$ cat src/hdl/png_unf_pkg.sv
// Shared types and constants for the PNG scanline unfilter.
package png_unf_pkg;

  // Configuration port
  localparam int CFG_INDEX_W = 3;
  localparam int CFG_DATA_W  = 13;

  localparam logic [CFG_INDEX_W-1:0] REG_IMAGE_WIDTH  = 3'd0;
  localparam logic [CFG_INDEX_W-1:0] REG_SAMPLE_DEPTH = 3'd1;
  localparam logic [CFG_INDEX_W-1:0] REG_COLOR_KIND   = 3'd2;
  localparam logic [CFG_INDEX_W-1:0] REG_PIXEL_STRIDE = 3'd3;

  // Register field widths
  localparam int WIDTH_W  = 13;
  localparam int DEPTH_W  = 5;
  localparam int COLOR_W  = 3;
  localparam int STRIDE_W = 4;

  // Row length arithmetic: width * channels * depth fits in 20 bits
  localparam int ROW_BITS_W = 20;
  localparam int ROW_LEN_W  = 18;

  // Left and upper-left history windows
  localparam int HIST_DEPTH = 8;
  localparam int HIST_IDX_W = 3;
  localparam logic [STRIDE_W-1:0] MAX_STRIDE = 4'd8;

  // Colour types with more than one channel
  localparam logic [COLOR_W-1:0] COLOR_RGB        = 3'd2;
  localparam logic [COLOR_W-1:0] COLOR_GRAY_ALPHA = 3'd4;
  localparam logic [COLOR_W-1:0] COLOR_RGBA       = 3'd6;

  // Row filter types
  localparam logic [7:0] FILT_NONE  = 8'd0;
  localparam logic [7:0] FILT_SUB   = 8'd1;
  localparam logic [7:0] FILT_UP    = 8'd2;
  localparam logic [7:0] FILT_AVG   = 8'd3;
  localparam logic [7:0] FILT_PAETH = 8'd4;

  typedef struct packed {
    logic [7:0] data_byte;
    logic       start_of_image;
  } in_beat_t;

  typedef struct packed {
    logic [7:0] pixel_byte;
    logic       last_of_row;
    logic       bad_filter;
  } out_beat_t;

  // Neighbour bytes handed to the reconstruction logic
  typedef struct packed {
    logic [7:0] a;
    logic [7:0] b;
    logic [7:0] c;
  } nbr_t;

endpackage

$ cat src/hdl/png_unf_recon.sv
// Byte reconstruction for the five PNG filter types, including the Paeth predictor.
module png_unf_recon
  import png_unf_pkg::*;
(
  input  logic [7:0] filt_byte,
  input  logic [7:0] row_filter,
  input  nbr_t       nbr,
  output logic [7:0] pixel_byte,
  output logic       bad_filter
);

  logic [9:0] pa;
  logic [9:0] pb;
  logic [9:0] pc;
  logic [9:0] sum_ab;
  logic [9:0] twice_c;
  logic [7:0] paeth_pred;
  logic [8:0] avg_sum;

  // Paeth distances: |b-c|, |a-c|, |a+b-2c|
  always_comb begin
    pa      = (nbr.b > nbr.c) ? 10'(nbr.b - nbr.c) : 10'(nbr.c - nbr.b);
    pb      = (nbr.a > nbr.c) ? 10'(nbr.a - nbr.c) : 10'(nbr.c - nbr.a);
    sum_ab  = 10'(nbr.a) + 10'(nbr.b);
    twice_c = {1'b0, nbr.c, 1'b0};
    pc      = (sum_ab > twice_c) ? (sum_ab - twice_c) : (twice_c - sum_ab);
    if ((pa <= pb) && (pa <= pc)) begin
      paeth_pred = nbr.a;
    end else if (pb <= pc) begin
      paeth_pred = nbr.b;
    end else begin
      paeth_pred = nbr.c;
    end
    avg_sum = 9'(nbr.a) + 9'(nbr.b);
  end

  // Add the prediction back, modulo 256; pass unknown types through flagged
  always_comb begin
    bad_filter = 1'b0;
    case (row_filter)
      FILT_NONE:  pixel_byte = filt_byte;
      FILT_SUB:   pixel_byte = filt_byte + nbr.a;
      FILT_UP:    pixel_byte = filt_byte + nbr.b;
      FILT_AVG:   pixel_byte = filt_byte + avg_sum[8:1];
      FILT_PAETH: pixel_byte = filt_byte + paeth_pred;
      default: begin
        pixel_byte = filt_byte;
        bad_filter = 1'b1;
      end
    endcase
  end

endmodule

$ cat config.mk
export PLATFORM = sky130hd
export DESIGN_NAME = png_unf_recon
export DESIGN_NICKNAME = d
export VERILOG_FILES = /design/src/hdl/png_unf_pkg.sv /design/src/hdl/png_unf_recon.sv
export SDC_FILE = /design/constraint.sdc
export NUM_CORES = 1
export LEC_CHECK = 0
export ABC_AREA = 1
export BUFFER_PORTS_ARGS = -buffer_cell sky130_fd_sc_hd__buf_2
export CORE_ASPECT_RATIO = 1.4
export CORE_MARGIN = 1
export CORE_UTILIZATION = 65
export DETAILED_ROUTE_END_ITERATION = 10
export PLACE_DENSITY = 0.89
export SLEW_MARGIN = 25
export SYNTH_ARGS = -nofsm -noshare
export SYNTH_HDL_FRONTEND = slang
export SYNTH_SLANG_ARGS = --single-unit
$ cat constraint.sdc
create_clock -name vclk -period 12
set_clock_uncertainty 0.05 [all_clocks]
set_input_delay 0.6 -clock vclk [all_inputs]
set_output_delay 0.6 -clock vclk [all_outputs]
set_load 0.02 [all_outputs]
* Word-level counts from Yosys, hierarchy flattened
Index checks and enable logic that the tools add are counted.
** Cells by class
- Muxes and demuxes :: 7
- Equality and inequality tests :: 4
- Add/sub/neg operators :: 12
- Reductions and logical operators :: 3
- Order comparisons :: 6
** Operators with widths (count)
- subtractor 8 x 8 -> 9 bit :: 4
- adder 8 bit :: 4
- case mux 8 bit (4 select lines) :: 1
- less-or-equal comparator 10 bit :: 3
- 2-to-1 mux 10 bit :: 3
- subtractor 9 x 9 -> 10 bit :: 2
- adder 8 x 8 -> 9 bit :: 2
- equality test 8 x 2 -> 1 bit, second input constant :: 2
- greater-than comparator 8 bit :: 2
- 2-to-1 mux 8 bit :: 2
- greater-than comparator 9 bit :: 1
- equality test 8 x 1 -> 1 bit, second input constant :: 1
- equality test 8 x 3 -> 1 bit, second input constant :: 1
- logical NOT 8 bit :: 1
- OR reduction 5 bit :: 1
- logical AND 1 bit :: 1
- 2-to-1 mux 1 bit :: 1
** Storage, ports and cells
- Input port bits :: 40
- Flip-flop bits (word level) :: 0
- Word-level logic and storage cells :: 32
- Output and inout bits :: 9

* Longest topological paths before layout
Gate-level depths: netlist (run 1).
- Depth after elaboration :: 8
- Gate-level depth with buffers :: 53
- Depth with buffers taken out :: 52

* Least setup slack after synthesis (run 1)
Ideal clock, no wire load.
- Path kind :: in2out
- Start :: input port nbr[8] in the netlist's numbering
- End :: output port pixel_byte[6]
- Buffers on the path :: 1
- Stages :: 43
- Setup slack :: 4.720 ns
- Arrival time :: 6.630 ns
- Required time :: 11.350 ns
- Cell sequence :: ha_1 fa_1 nand2_1 inv_1 nor2_1 o21bai_1 a21oi_1 o21bai_1 xor2_1 inv_1 ha_1 nand2_2 nor2_1 nand4_2 nand2_4 clkinv_1 o31ai_1 o22ai_1 (+7 left out) nor2_1 nor2_1 nand2_1 nand2_2 nand2_4 buf_4 o211ai_1 a22oi_2 ha_1 fa_1 nand2_1 nand2_1 a21oi_1 nor2_1 o21ai_0 nand2_1 xor2_1 o21ai_0
** On the way
- Longest elaborated chain between the ends :: 8
- Elaborated cells on any way between the ends :: 20
- Classes of those cells :: 9 x add/sub; 5 x order compare; 5 x mux; 1 x reduce/logical
** Ends and longest elaborated chain
- start: declaration :: line png_unf_recon.sv:7 : input nbr_t nbr,
- adder 8 x 8 -> 9 bit :: line png_unf_recon.sv:24, png_unf_recon.sv:34
- subtractor 9 x 9 -> 10 bit / greater-than comparator 9 bit (equally long branches) :: line png_unf_recon.sv:26 : pc = (sum_ab > twice_c) ? (sum_ab - twice_c) : (twice_c - sum_ab);
- 2-to-1 mux 10 bit :: line png_unf_recon.sv:26
- less-or-equal comparator 10 bit, on equally long branches :: line png_unf_recon.sv:29, png_unf_recon.sv:27
- 2-to-1 mux 8 bit / logical AND 1 bit (equally long branches) :: line png_unf_recon.sv:29, png_unf_recon.sv:27
- 2-to-1 mux 8 bit :: line png_unf_recon.sv:27 : if ((pa <= pb) && (pa <= pc)) begin
- adder 8 bit :: line png_unf_recon.sv:45 : FILT_PAETH: pixel_byte = filt_byte + paeth_pred;
- case mux 8 bit (4 select lines) * :: line png_unf_recon.sv:40 : case (row_filter)
- end: declaration :: line png_unf_recon.sv:8 : output logic [7:0] pixel_byte,
Mark *: on every way between the ends. The rest lies on a longest branch, timed or not.

* Worst setup path in the final report (run 1)
Ends and elaborated chain as after synthesis.

==> impl_summary.txt, run 1 <==
----------------------------------------------------
[Placement]
  Post-placement cell area ... 0.00437 mm^2
  Post-DP HPWL ... 11.2 mm
  Worst slack after detailed placement ... 3.94 ns
  Count of input and output buffers ... 49
  Post-Place Cells ... 738
  Final Wtd Congestion ... 1.11

[Routing]
  Number of vias per cell ... 6.16
  Post-DR wirelength/cell ... 17.6 um
  Total detailed-routing wirelength ... 13.0 mm
  Detailed router's first-iteration violation count ... 254
  Number of remaining DRC errors ... 0
  Number of routed nets with antenna violations ... 0
  Pre-antenna DRT Iters ... 5
  DR vias ... 4,547

[Floorplanning]
  Height of the chip ... 95.8 um
  Number of rows in the core area ... 33
  Count of pins on the block boundary ... 49
  Area enclosed by the die boundary ... 0.00661 mm^2
  Die width ... 69.0 um
  Initial Util ... 0.687
  Core Box Area ... 0.00595 mm^2

[Timing]
  Pins Over Slew Limit ... 0
  Final cycle utilization of the critical path ... 0.678
  Final Hold Viols ... 0
  WHS ... 1.48 ns
  Highest clock frequency the design can meet ... 123 MHz
  Worst rel slew slack ... 0.477
  Number of endpoints failing setup at the final stage ... 0
  Setup repair after global routing missed its margin ... no
  Post-route minimum period ... 8.13 ns
  TNS Setup ... 0 ns
  Tightest Pin Transition ... 0.778 ns
  Fin worst setup slack ... 3.87 ns

[Finish]
  Non-filler cells, final ... 738
  Post-layout instance area ... 0.00437 mm^2
  Final core utilization ... 0.735
  FFs & Latches ... 0
  Layout overhead on the synthesized area ... 6.98%
  Proportion of layout cells with a drive suffix above 1 ... 0.162
  Register Area ... 0 um^2
  Count of nets after finishing ... 808
  Antenna diode count ... 0
  Clk_buf instances ... 0

[Global routing]
  Wire length of the first global-routing pass ... 20.6 mm
  Largest net degree at the start of global routing ... 16
  Vias in the first global route ... 4,289
  Remaining global-route overflow ... 0
  Initial antenna violation count ... 0
  Global routing usage summed across all routing layers ... 0.389

[Critical path]
  CP Data Arrival Time ... 7.48 ns
  Max Fanout on Critical Path ... 15
  Endpoint kind of the worst setup timing path ... output port
  Setup crit start kind ... primary input
  Standard cell with the maximum stage delay on the critical path ... sky130_fd_sc_hd__fa_1
  Crit path kind ... in2out
  Data required time of the worst path ... 11.35 ns
  Maximum cell stage delay along the critical path ... 0.39 ns

[Clock network]
  Hold buffer count at cts ... 0
  Number of resized instances in the post-cts repair step ... 0
  Post-CTS setup buffer count ... 0

[Power]
  P_leak ... 2.52 nW
  Cell area power density ... 115 mW/mm^2
  Total power draw ... 0.501 mW
  Maximum ir drop on the vdd rail ... 0.0707 mV

[Synthesis]
  Post-synth design cell area ... 0.00409 mm^2
  Synthesized instance count ... 626
  Synth warnings ... 0
  Number of distinct standard cells referenced by the synthesized netlist ... 50
  Share of the yosys chip area belonging to registers ... 0
  Syn_nets ... 764
  Avg Cell Area, Syn ... 6.53 um^2

[Worst hold path]
  Type of the worst min-delay path ... in2out

[Status]
  Result of the run ... complete, no violations

[Flow run]
  Max-Cap Viols ... 0

----------------------------------------------------
## cell usage after synthesis, types with 6 or more instances
cell / n / share of area
sky130_fd_sc_hd__o21bai_1: 6 / 0.011
sky130_fd_sc_hd__o21ai_0: 25 / 0.031
sky130_fd_sc_hd__nand2_2: 16 / 0.024
sky130_fd_sc_hd__a22oi_2: 7 / 0.021
sky130_fd_sc_hd__xor2_1: 21 / 0.045
sky130_fd_sc_hd__a221oi_1: 6 / 0.013
sky130_fd_sc_hd__a21oi_1: 44 / 0.054
sky130_fd_sc_hd__fa_1: 8 / 0.039
sky130_fd_sc_hd__o211ai_2: 7 / 0.021
sky130_fd_sc_hd__ha_1: 90 / 0.28
sky130_fd_sc_hd__inv_1: 111 / 0.10
sky130_fd_sc_hd__nand3_1: 23 / 0.028
sky130_fd_sc_hd__nand4_1: 10 / 0.015
sky130_fd_sc_hd__nand2_1: 132 / 0.12
sky130_fd_sc_hd__o211ai_1: 8 / 0.015
sky130_fd_sc_hd__nor2_1: 32 / 0.029
## cell usage in the layout (no fill, tap or decap), types with 2 or more instances in the layout
| cell type | Yosys | layout |
|---|---|---|
| sky130_fd_sc_hd__a211oi_1 | 5 | 5 |
| sky130_fd_sc_hd__a21o_1 | 5 | 5 |
| sky130_fd_sc_hd__a21oi_1 | 44 | 44 |
| sky130_fd_sc_hd__a221oi_1 | 6 | 6 |
| sky130_fd_sc_hd__a22oi_2 | 7 | 7 |
| sky130_fd_sc_hd__a31oi_1 | 5 | 5 |
| sky130_fd_sc_hd__buf_2 | 2 | 49 |
| sky130_fd_sc_hd__clkinv_1 | 4 | 4 |
| sky130_fd_sc_hd__fa_1 | 8 | 8 |
| sky130_fd_sc_hd__ha_1 | 90 | 90 |
| sky130_fd_sc_hd__inv_1 | 111 | 111 |
| sky130_fd_sc_hd__inv_2 | 5 | 5 |
| sky130_fd_sc_hd__mux2i_1 | 2 | 2 |
| sky130_fd_sc_hd__nand2_1 | 132 | 132 |
| sky130_fd_sc_hd__nand2_2 | 16 | 16 |
| sky130_fd_sc_hd__nand2_4 | 5 | 5 |
| sky130_fd_sc_hd__nand3_1 | 23 | 23 |
| sky130_fd_sc_hd__nand3_2 | 3 | 3 |
| sky130_fd_sc_hd__nand3b_1 | 2 | 2 |
| sky130_fd_sc_hd__nand4_1 | 10 | 10 |
| sky130_fd_sc_hd__nand4_2 | 2 | 2 |
| sky130_fd_sc_hd__nor2_1 | 32 | 32 |
| sky130_fd_sc_hd__nor2_2 | 5 | 5 |
| sky130_fd_sc_hd__nor3_1 | 4 | 4 |
| sky130_fd_sc_hd__o211ai_1 | 8 | 8 |
| sky130_fd_sc_hd__o211ai_2 | 7 | 7 |
| sky130_fd_sc_hd__o21ai_0 | 25 | 25 |
| sky130_fd_sc_hd__o21bai_1 | 6 | 6 |
| sky130_fd_sc_hd__o221ai_1 | 3 | 3 |
| sky130_fd_sc_hd__o31ai_1 | 2 | 2 |
| sky130_fd_sc_hd__xnor2_1 | 5 | 5 |
| sky130_fd_sc_hd__xor2_1 | 21 | 21 |
| sky130_fd_sc_hd__xor2_2 | 2 | 2 |
## layer usage
layer	track usage	part of all wire	vias to the layer above	routed length, um
met1	0.426	0.38	2082	4970
met4	0.199	0.064	0	834
li1	-	-	2173	-
met2	0.756	0.50	225	6460
met3	0.0209	0.056	67	726
met5	0	0	-	0
## layout make-up
| class | instances | area, um^2 |
|---|---|---|
| fill | 506 | 1570 |
| tap | 70 | 87.6 |
| timing repair buffer | 49 | 245 |
| multi-input combinational | 499 | 3590 |
| inverter | 120 | 450 |
## cell families after synthesis
| group | Yosys count | synth area share |
|---|---|---|
| and+or+nand+nor | 239 | 0.273 |
| AOI/OAI and AO/OA | 131 | 0.219 |
| buffers and inverters | 127 | 0.122 |
| adders and majority gates | 98 | 0.315 |
| xor gates and xnor gates | 28 | 0.0637 |
| muxes | 3 | 0.00765 |
## report_power, final
part	leakage (nW)	switching [mW]	internal [mW]
combinational	2.52	0.323	0.178
clock	0	0	0
sequential	0	0	0
## final timing paths
path / start / end / slack (ns) / depth (start not counted)
max: nbr[8] / pixel_byte[6] / 3.87 / 45
min: filt_byte[7] / pixel_byte[7] / 1.48 / 4
## worst max-delay path: cells and delay by family
kind | cells | cell delay, ns
AOI/OAI and AO/OA | 11 | 1.65
xor gates and xnor gates | 3 | 0.62
adders and majority gates | 6 | 1.93
buffers and inverters | 6 | 0.72
and+or+nand+nor | 19 | 1.93
(Power assumes the default switching activity.)
==> run 2, diff against run 1 <==
--- a/config.mk
+++ b/config.mk
@@ -9,9 +9,9 @@
 export BUFFER_PORTS_ARGS = -buffer_cell sky130_fd_sc_hd__buf_2
 export CORE_ASPECT_RATIO = 1.4
 export CORE_MARGIN = 1
-export CORE_UTILIZATION = 65
+export CORE_UTILIZATION = 63
 export DETAILED_ROUTE_END_ITERATION = 10
-export PLACE_DENSITY = 0.89
+export PLACE_DENSITY = 0.86
 export SLEW_MARGIN = 25
 export SYNTH_ARGS = -nofsm -noshare
 export SYNTH_HDL_FRONTEND = slang
==> constraint.sdc (replaced) <==
create_clock -name vclk -period 7.8
set_clock_uncertainty 0.05 [all_clocks]
set_input_delay 0.39 -clock vclk [all_inputs]
set_output_delay 0.39 -clock vclk [all_outputs]
set_load 0.02 [all_outputs]
==> impl_summary.txt, run 2 (synthesis results as in run 1) <==
----------------------------------------------------
[Status]
  Result of the run ... complete, no violations

[Placement]
  Post-DP HPWL ... 11.1 mm
  Post-placement cell area ... 0.00439 mm^2
  Post-Place Cells ... 742
  Final Wtd Congestion ... 1.13
  Worst slack after detailed placement ... -0.0116 ns
  Count of input and output buffers ... 49

[Floorplanning]
  Area enclosed by the die boundary ... 0.00682 mm^2
  Height of the chip ... 97.3 um
  Die width ... 70.1 um
  Core Box Area ... 0.00625 mm^2
  Number of rows in the core area ... 34
  Initial Util ... 0.653
  Count of pins on the block boundary ... 49

[Timing]
  Highest clock frequency the design can meet ... 135 MHz
  Number of endpoints failing setup at the final stage ... 0
  Fin worst setup slack ... 0.372 ns
  Final cycle utilization of the critical path ... 0.952
  Tightest Pin Transition ... 0.641 ns
  TNS Setup ... 0 ns
  Pins Over Slew Limit ... 0
  Post-route minimum period ... 7.43 ns
  Worst rel slew slack ... 0.568
  Final Hold Viols ... 0

[Finish]
  Highest-count cells in the layout ignoring fill and taps ... 132 x sky130_fd_sc_hd__nand2_1, 110 x sky130_fd_sc_hd__inv_1, 85 x sky130_fd_sc_hd__ha_1, 49 x sky130_fd_sc_hd__buf_2, 39 x sky130_fd_sc_hd__a21oi_1
  Clk_buf instances ... 0
  Commonest non-fill, non-tap cell in the layout ... sky130_fd_sc_hd__nand2_1
  Proportion of layout cells with a drive suffix above 1 ... 0.212
  Post-layout instance area ... 0.00463 mm^2
  Register Area ... 0 um^2
  Fill cells ... 534
  Non-filler cells, final ... 756
  Layout overhead on the synthesized area ... 13.2%
  Antenna diode count ... 0
  FFs & Latches ... 0
  Count of nets after finishing ... 824

[Routing]
  Post-DR wirelength/cell ... 17.4 um
  Detailed router's first-iteration violation count ... 344
  Number of vias per cell ... 6.13
  Pre-antenna DRT Iters ... 5
  DR vias ... 4,631
  Number of remaining DRC errors ... 0
  Number of routed nets with antenna violations ... 0
  Total detailed-routing wirelength ... 13.2 mm

[Worst hold path]
  Cell count of the worst hold path ... 4
  Type of the worst min-delay path ... in2out
  Hold-critical path endpoint ... pixel_byte[7]
  Worst Min Path Start ... filt_byte[7]

[Critical path]
  Max Fanout on Critical Path ... 12
  Crit path kind ... in2out
  Delay-heaviest family, CP ... compound AO/OA/AOI/OAI gates
  Setup crit start kind ... primary input
  Standard cell with the maximum stage delay on the critical path ... sky130_fd_sc_hd__fa_1
  Data required time of the worst path ... 7.36 ns
  Crit-path most repeated cell ... sky130_fd_sc_hd__nand2_1
  Number of buffers and inverters on the critical path ... 5
  Maximum cell stage delay along the critical path ... 0.38 ns
  Endpoint kind of the worst setup timing path ... output port
  CP Data Arrival Time ... 6.99 ns

[Global routing]
  Remaining global-route overflow ... 0
  Largest net degree at the start of global routing ... 16
  Wire length of the first global-routing pass ... 20.5 mm
  Initial antenna violation count ... 0
  Global routing usage summed across all routing layers ... 0.371
  Vias in the first global route ... 4,438

[Power]
  P_leak ... 2.60 nW
  Maximum ir drop on the vdd rail ... 0.105 mV
  Cell area power density ... 187 mW/mm^2

[Clock network]
  Hold buffer count at cts ... 0

[Flow run]
  Max-Cap Viols ... 0

----------------------------------------------------
run 2: cell types whose count changed in the layout (fill, tap and decap cells not counted), sizes merged:
cell / change
clkinv: -1
buf: +15
clkinvlp: +2
run 2: timing repair:
action                                  4_1_cts  5_1_grt
endpoints found under the setup margin        1        4
cloned                                        0        1
resized for setup                             2       26
setup buffers                                 0       13
pin swaps                                     0        9
run 2: per-stage QoR:
stage	util	hold WS, ns	power [mW]
after global placement	0.702	1.05	0.726
after detailed placement	0.702	1.05	0.752
final	0.740	1.05	0.867
after global routing	0.740	1.06	0.954
after CTS	0.703	1.05	0.757
after floorplan	-	0.898	0.591
run 2: worst max-delay path by stage:
stage	to	startpoint	cells after the start	slack [ns]
floorplan	pixel_byte[6]	nbr[8]	43	0.94
global placement	pixel_byte[6]	nbr[8]	46	0.16
detailed placement	pixel_byte[6]	nbr[8]	46	-0.01
CTS	pixel_byte[6]	nbr[8]	45	0.06
global route	pixel_byte[6]	nbr[18]	44	-0.18
finish	pixel_byte[6]	nbr[18]	45	0.37
run 2: cell type report:
class / instances / area (um^2) / area share
Multi-Input combinational cell: 499 / 3720 / 0.804
Inverter: 120 / 454 / 0.0982
Timing Repair Buffer: 64 / 358 / 0.0774
Tap cell: 72 / 90.1 / 0.0195
Timing Repair inverter: 1 / 5.00 / 0.00108
run 2: worst min-delay path: stages:
cell,delay [ns]
sky130_fd_sc_hd__buf_2,0.09
sky130_fd_sc_hd__nand2_1,0.04
sky130_fd_sc_hd__nand2_1,0.04
sky130_fd_sc_hd__buf_2,0.15
run 2: power by group:
group	leakage (nW)	internal (mW)	switching [mW]
registers	0	0	0
logic	2.60	0.333	0.534
clock network	0	0	0
total	2.60	0.333	0.534
run 2: layer usage:
metal,wire length (um),vias up,GRT usage
li1,-,2212,-
met1,4950,2136,0.394
met2,6760,219,0.711
met3,631,64,0.0280
met4,817,0,0.192
met5,0,-,0
